$ cat src/hdl/mm3_pkg.sv
package mm3_pkg;

  // Scramble, update and finalization constants of the 32-bit hash.
  localparam logic [31:0] MIX_C1  = 32'hcc9e2d51;
  localparam logic [31:0] MIX_C2  = 32'h1b873593;
  localparam logic [31:0] MIX_ADD = 32'he6546b64;
  localparam logic [31:0] FIN_C1  = 32'h85ebca6b;
  localparam logic [31:0] FIN_C2  = 32'hc2b2ae35;

  // Byte count of a whole word.
  localparam logic [2:0] FULL_COUNT = 3'd4;

  // Constant that the shared multiplier applies.
  typedef enum logic [1:0] {
    MUL_MIX_C1 = 2'd0,
    MUL_MIX_C2 = 2'd1,
    MUL_FIN_C1 = 2'd2,
    MUL_FIN_C2 = 2'd3
  } mul_sel_t;

  // Sequencer states.
  typedef enum logic [5:0] {
    S_IDLE = 6'b000001,
    S_MUL2 = 6'b000010,
    S_MIX  = 6'b000100,
    S_FIN1 = 6'b001000,
    S_FIN2 = 6'b010000,
    S_OUT  = 6'b100000
  } state_t;

  function automatic logic [31:0] rotl(input logic [31:0] v, input int unsigned n);
    rotl = (v << n) | (v >> (32 - n));
  endfunction

endpackage

$ cat src/hdl/mm3_mult.sv
module mm3_mult import mm3_pkg::*; (
  input  logic [31:0] op_a,
  input  mul_sel_t    sel,
  output logic [31:0] product
);

  logic [31:0] op_b;

  // Pick the constant for this step.
  always_comb begin
    case (sel)
      MUL_MIX_C1: op_b = MIX_C1;
      MUL_MIX_C2: op_b = MIX_C2;
      MUL_FIN_C1: op_b = FIN_C1;
      MUL_FIN_C2: op_b = FIN_C2;
      default:    op_b = MIX_C1;
    endcase
  end

  // Only the low 32 bits of the product are kept.
  assign product = op_a * op_b;

endmodule

$ cat src/hdl/murmur3_hash_32.sv
// 32-bit MurmurHash3 engine for messages that arrive as little-endian words.
//
// Input channel (in_valid/in_ready): one word per transfer, first byte in
// bits 7..0. in_last_word marks the final word; only then is in_byte_count
// looked at (0 to 4, larger values count as 4). Other words count as 4 bytes.
// Result channel (out_valid/out_ready): one hash per message, after its last
// word. Configuration channel (cfg_valid/cfg_ready): writes the seed, which
// is loaded when the first word of the next message is taken.
//
// One multiplier is shared by all multiply steps, so a word that is not last
// goes through accept with the first scramble multiply, second multiply and
// hash update before the next word is taken. A last word adds three more steps
// (two finalization multiplies, then the finishing step) for its hash.
// The output register is separate from the sequencer; a stalled receiver
// holds only the finishing step of the next message, not the word steps.
// Synchronous reset clears the seed to zero, drops out_valid and starts a
// new message.
module murmur3_hash_32 import mm3_pkg::*; (
  input  logic        clk,
  input  logic        rst_n,
  input  logic        in_valid,
  output logic        in_ready,
  input  logic [31:0] in_data_word,
  input  logic [2:0]  in_byte_count,
  input  logic        in_last_word,
  output logic        out_valid,
  input  logic        out_ready,
  output logic [31:0] out_hash_value,
  input  logic        cfg_valid,
  output logic        cfg_ready,
  input  logic [31:0] cfg_seed
);

  state_t      state_r, state_nxt;
  logic [31:0] seed_r;
  logic [31:0] hash_r, hash_nxt;
  logic [31:0] total_r, total_nxt;
  logic [31:0] k_r, k_nxt;
  logic [2:0]  cnt_r, cnt_nxt;
  logic        last_r, last_nxt;
  logic        start_r, start_nxt;
  logic        out_valid_r, out_valid_nxt;
  logic [31:0] out_hash_r, out_hash_nxt;

  logic        in_fire;
  logic        out_free;
  logic [2:0]  in_cnt;
  logic [31:0] in_masked;
  logic [31:0] mul_a;
  mul_sel_t    mul_sel;
  logic [31:0] mul_p;
  logic [31:0] mixed;
  logic [31:0] fin_x;

  assign in_ready  = (state_r == S_IDLE);
  assign in_fire   = in_valid && in_ready;
  assign cfg_ready = 1'b1;
  assign out_free  = !out_valid_r || out_ready;
  assign out_valid      = out_valid_r;
  assign out_hash_value = out_hash_r;

  // Effective byte count and tail masking of the incoming word.
  always_comb begin
    if (!in_last_word || in_byte_count > FULL_COUNT) begin
      in_cnt = FULL_COUNT;
    end else begin
      in_cnt = in_byte_count;
    end
    case (in_cnt)
      3'd0:    in_masked = 32'h0;
      3'd1:    in_masked = {24'h0, in_data_word[7:0]};
      3'd2:    in_masked = {16'h0, in_data_word[15:0]};
      3'd3:    in_masked = {8'h0, in_data_word[23:0]};
      default: in_masked = in_data_word;
    endcase
  end

  // Operand selection for the shared multiplier.
  always_comb begin
    fin_x = hash_r ^ total_r;
    case (state_r)
      S_MUL2: begin
        mul_a   = rotl(k_r, 15);
        mul_sel = MUL_MIX_C2;
      end
      S_FIN1: begin
        mul_a   = fin_x ^ (fin_x >> 16);
        mul_sel = MUL_FIN_C1;
      end
      S_FIN2: begin
        mul_a   = k_r ^ (k_r >> 13);
        mul_sel = MUL_FIN_C2;
      end
      default: begin
        mul_a   = in_masked;
        mul_sel = MUL_MIX_C1;
      end
    endcase
  end

  mm3_mult u_mult (
    .op_a    (mul_a),
    .sel     (mul_sel),
    .product (mul_p)
  );

  // Running hash after the scrambled word is folded in.
  assign mixed = hash_r ^ k_r;

  // Sequencer.
  always_comb begin
    state_nxt     = state_r;
    hash_nxt      = hash_r;
    total_nxt     = total_r;
    k_nxt         = k_r;
    cnt_nxt       = cnt_r;
    last_nxt      = last_r;
    start_nxt     = start_r;
    out_valid_nxt = out_valid_r && !out_ready;
    out_hash_nxt  = out_hash_r;
    case (state_r)
      S_IDLE: begin
        if (in_fire) begin
          k_nxt     = mul_p;
          cnt_nxt   = in_cnt;
          last_nxt  = in_last_word;
          start_nxt = in_last_word;
          if (start_r) begin
            hash_nxt  = seed_r;
            total_nxt = 32'h0;
          end
          state_nxt = S_MUL2;
        end
      end
      S_MUL2: begin
        k_nxt     = mul_p;
        state_nxt = S_MIX;
      end
      S_MIX: begin
        if (cnt_r == FULL_COUNT) begin
          hash_nxt = (rotl(mixed, 13) << 2) + rotl(mixed, 13) + MIX_ADD;
        end else begin
          hash_nxt = mixed;
        end
        total_nxt = total_r + {29'h0, cnt_r};
        state_nxt = last_r ? S_FIN1 : S_IDLE;
      end
      S_FIN1: begin
        k_nxt     = mul_p;
        state_nxt = S_FIN2;
      end
      S_FIN2: begin
        k_nxt     = mul_p;
        state_nxt = S_OUT;
      end
      S_OUT: begin
        if (out_free) begin
          out_valid_nxt = 1'b1;
          out_hash_nxt  = k_r ^ (k_r >> 16);
          state_nxt     = S_IDLE;
        end
      end
      default: begin
        state_nxt = S_IDLE;
      end
    endcase
  end

  // Control registers.
  always_ff @(posedge clk) begin
    if (!rst_n) begin
      state_r     <= S_IDLE;
      seed_r      <= 32'h0;
      start_r     <= 1'b1;
      out_valid_r <= 1'b0;
      hash_r      <= 32'h0;
      total_r     <= 32'h0;
    end else begin
      state_r     <= state_nxt;
      start_r     <= start_nxt;
      out_valid_r <= out_valid_nxt;
      hash_r      <= hash_nxt;
      total_r     <= total_nxt;
      if (cfg_valid && cfg_ready) begin
        seed_r <= cfg_seed;
      end
    end
  end

  // Datapath registers.
  always_ff @(posedge clk) begin
    k_r        <= k_nxt;
    cnt_r      <= cnt_nxt;
    last_r     <= last_nxt;
    out_hash_r <= out_hash_nxt;
  end

  // The sequencer is always in exactly one state.
  assert property (@(posedge clk) disable iff (!rst_n) $onehot(state_r))
    else $error("sequencer state is not one-hot");

  // A word that is not last returns to idle right after its update step.
  assert property (@(posedge clk) disable iff (!rst_n)
    (state_r == S_MIX && !last_r) |=> (state_r == S_IDLE))
    else $error("non-final word did not return to idle");

  // A result appears only from the finishing step.
  assert property (@(posedge clk) disable iff (!rst_n)
    $rose(out_valid_r) |-> $past(state_r == S_OUT))
    else $error("result raised outside the finishing step");

  // The finishing step holds, and no input is taken, while the output is blocked.
  assert property (@(posedge clk) disable iff (!rst_n)
    (state_r == S_OUT && !out_free) |=> (state_r == S_OUT && !in_ready))
    else $error("finishing step left while output is blocked");

endmodule

$ cat config.mk
export PLATFORM = sky130hd
export DESIGN_NAME = murmur3_hash_32
export DESIGN_NICKNAME = d
export VERILOG_FILES = /design/src/hdl/mm3_pkg.sv /design/src/hdl/mm3_mult.sv /design/src/hdl/murmur3_hash_32.sv
export SDC_FILE = /design/constraint.sdc
export NUM_CORES = 2
export LEC_CHECK = 0
export BUFFER_PORTS_ARGS = -buffer_cell sky130_fd_sc_hd__buf_2
export CORE_MARGIN = 2
export CORE_UTILIZATION = 45
export CTS_CLUSTER_DIAMETER = 100
export DETAILED_ROUTE_END_ITERATION = 12
export PLACE_DENSITY = 0.63
export SLEW_MARGIN = 20
export SYNTH_ARGS = -nofsm -noshare
export SYNTH_HDL_FRONTEND = slang
export SYNTH_SLANG_ARGS = --single-unit
$ cat constraint.sdc
create_clock -name clk -period 17.66 [get_ports clk]
set_input_delay 2.649 -clock clk [delete_from_list [all_inputs] [get_ports clk]]
set_output_delay 2.649 -clock clk [all_outputs]
set_load 0.01 [all_outputs]
==> results.toml <==
[outcome]
outcome = "finished, final reports clean"

[floorplanning]
fp.dieW_um = 240
coreArea_sq_um = 55000
initial_core_util_pct = 45.4
rows = 86
die-area_sq_um = 57400
io_pins = 108
die_y_um = 240

[placed_design]
gp_congestion = 1.01
pre_cts_slack_ns = 5.84
post-dp-hpwl_um = 76300
io_buffers = 106

[cts]
root_buffer = "clkbuf_16"
cts_hold_buf = 0
clock_path_buffers = 2
htree_levels = 4
numCtsBuffers = 17
cts.sinks = 172
clk_pin_slew_ns = 0.07
cts_setup_buffers = 0
post_cts_resized = 0
clkLatencyLatePin_ns = 0.46
cts_tree = "yes"

[synth]
synth-seq-cells = 172
synth.distinct_cells = 80
synth_top_cell_by_area = "fa_1"
yosysMostFrequentCell = "inv_1"
syn-cell-area_sq_um = 25000
syn_nets = 3310
synth_top_flop_cell = "dfxtp_1"
synthCells = 2642
ys_async_sr_fraction_pct = 0
synth_top_cell_area_share_pct = 32.0
ys_seq_area_share_pct = 16.5
synth_warnings = 0
synth_area_leaders = "fa_1 32%, ha_1 9.8%, inv_1 8.8%"
synth.top_cells.by_count = "588 x inv_1, 399 x fa_1, 196 x ha_1"
avgSynthCellArea_sq_um = 9.46
synth_edf_count = 68

[layout]
final_net_count = 3376
final_core_util_pct = 49.0
area_growth_pct = 7.74
multi_input_area_sq_um = 18300
drive_above_1_share_pct = 7.79
fill_cells = 5218
seqCellArea_sq_um = 4120

[critical_path]
rr_startpoint = "state_r[1]$_SDFFE_PN0P_"
cp-end-kind = "flop"
crit_type = "in2reg"
path_buf_inv = 7
cp.arrival_ns = 11.72
cp_data_required_time_ns = 17.86
cp-start-kind = "input pin"
reg2reg_depth = 32
path_common_cell = "fa_1"
rrSetupSlack_ns = 6.88
max_stage_delay_ns = 0.87
worst_path_max_delay_cell = "a221oi_1"
critPathTopFamily = "adder cells"
cp_max_fo = 7
r2r_end = "k_r[31]$_DFFE_PP_"

[sta]
worst_slack_ns = 6.14
hold_violations = 0
period_share_pct = 65.2
rsz0062_at_grt = "no"
maxSlewHeadroom_pct = 29.5
holdWs_ns = 0.505
period_needed_ns = 11.52
setup_violations = 0
fin_setup_tns_ns = 0
clock_skew_ns = 0.0150
worst_pin_slew_ns = 1.05
slew_viol_final = 0
fmax_mhz = 86.8

[detailed_routing]
drtAntennaViolNets = 0
viasPerCell = 5.54
drc = 0
drt_first_iter_violations = 1756
vias = 19200
drt-pass1-iter-count = 6
drt-total-wl_um = 89200
wl_per_cell_um = 25.7

[global_route]
grt.overflow.total = 0
grt_pass1_wl_um = 131000
grt_pass1_vias = 20000
grt_antenna_before_repair = 1
grt.total_usage_pct = 32.1
grt_max_degree = 65

[worst_hold_path]
hp-class = "reg2reg"
hold_end = "total_r[31]$_SDFFE_PN0P_"
hold_start = "total_r[31]$_SDFFE_PN0P_"
hold_depth = 2

[flow_run]
drv_cap = 0
-- cell families after synthesis --
kind of cell	after synthesis	synth area share, %
fa+ha+maj	595	41.8
buf+inv	685	10.5
xor+xnor	251	9.08
simple gates	569	11.4
flops	172	16.5
other cells	1	0.0150
compound gates	331	9.21
mux	38	1.52
-- cell usage in the layout (no fill, tap or decap), types with 39 or more instances in the layout --
cell,n
edfxtp_1,68
buf_2,106
nor2_1,152
xnor2_1,146
dfxtp_1,104
nand2b_1,39
o21ai_0,50
fa_1,399
ha_1,196
inv_1,588
a21oi_1,75
nand2_1,146
xor2_1,99
nor2b_1,68
-- layout make-up --
cell class	count	share of cell area, %
Antenna cell	1	0.00930
Tap cell	748	3.48
Clock inverter	14	0.502
Timing Repair Buffer	142	3.05
Multi-Input combinational cell	1785	67.8
Sequential cell	172	15.3
Clock buffer	18	1.59
Inverter	590	8.23
-- worst min-delay path, cell delays in order (launching register included) --
cell	delay, ns
dfxtp_1	0.33
o21ai_0	0.07
a21oi_1	0.06
-- sequential cells by signal (all words and copies together) (netlist names), 3 cells and up --
register        cells
seed_r             32
k_r                32
hash_r             32
out_hash_value     32
total_r            32
cnt_r               3
state_r             6
-- through the flow --
step	area, sq um	instances
floorplan	25000	2642
global placement	26300	3436
detailed placement	26300	3436
CTS	26900	3468
global route	26900	3469
finish	26900	3470
-- worst max-delay path by stage --
stage	start	depth (start not counted)	slack [ns]	end
after floorplan	in_last_word	31	7.39	k_r[31]$_DFFE_PP_
after global placement	in_last_word	32	5.98	k_r[31]$_DFFE_PP_
after detailed placement	in_last_word	30	5.84	k_r[31]$_DFFE_PP_
after CTS	in_last_word	30	6.30	k_r[31]$_DFFE_PP_
after global routing	in_last_word	33	5.75	k_r[31]$_DFFE_PP_
final	in_last_word	30	6.14	k_r[31]$_DFFE_PP_
-- layer usage --
layer / vias up / GRT usage [%] / share of wire (%)
met3: 193 / 5.35 / 8.4
met2: 915 / 50.7 / 45
met4: 0 / 12.9 / 4.7
li1: 8406 / - / -
met1: 9705 / 43.8 / 42
met5: - / 0 / 0
Power is left out: the tool's default activity adds up to more than one toggle a clock period on the data nets, which glitch-free logic cannot reach.
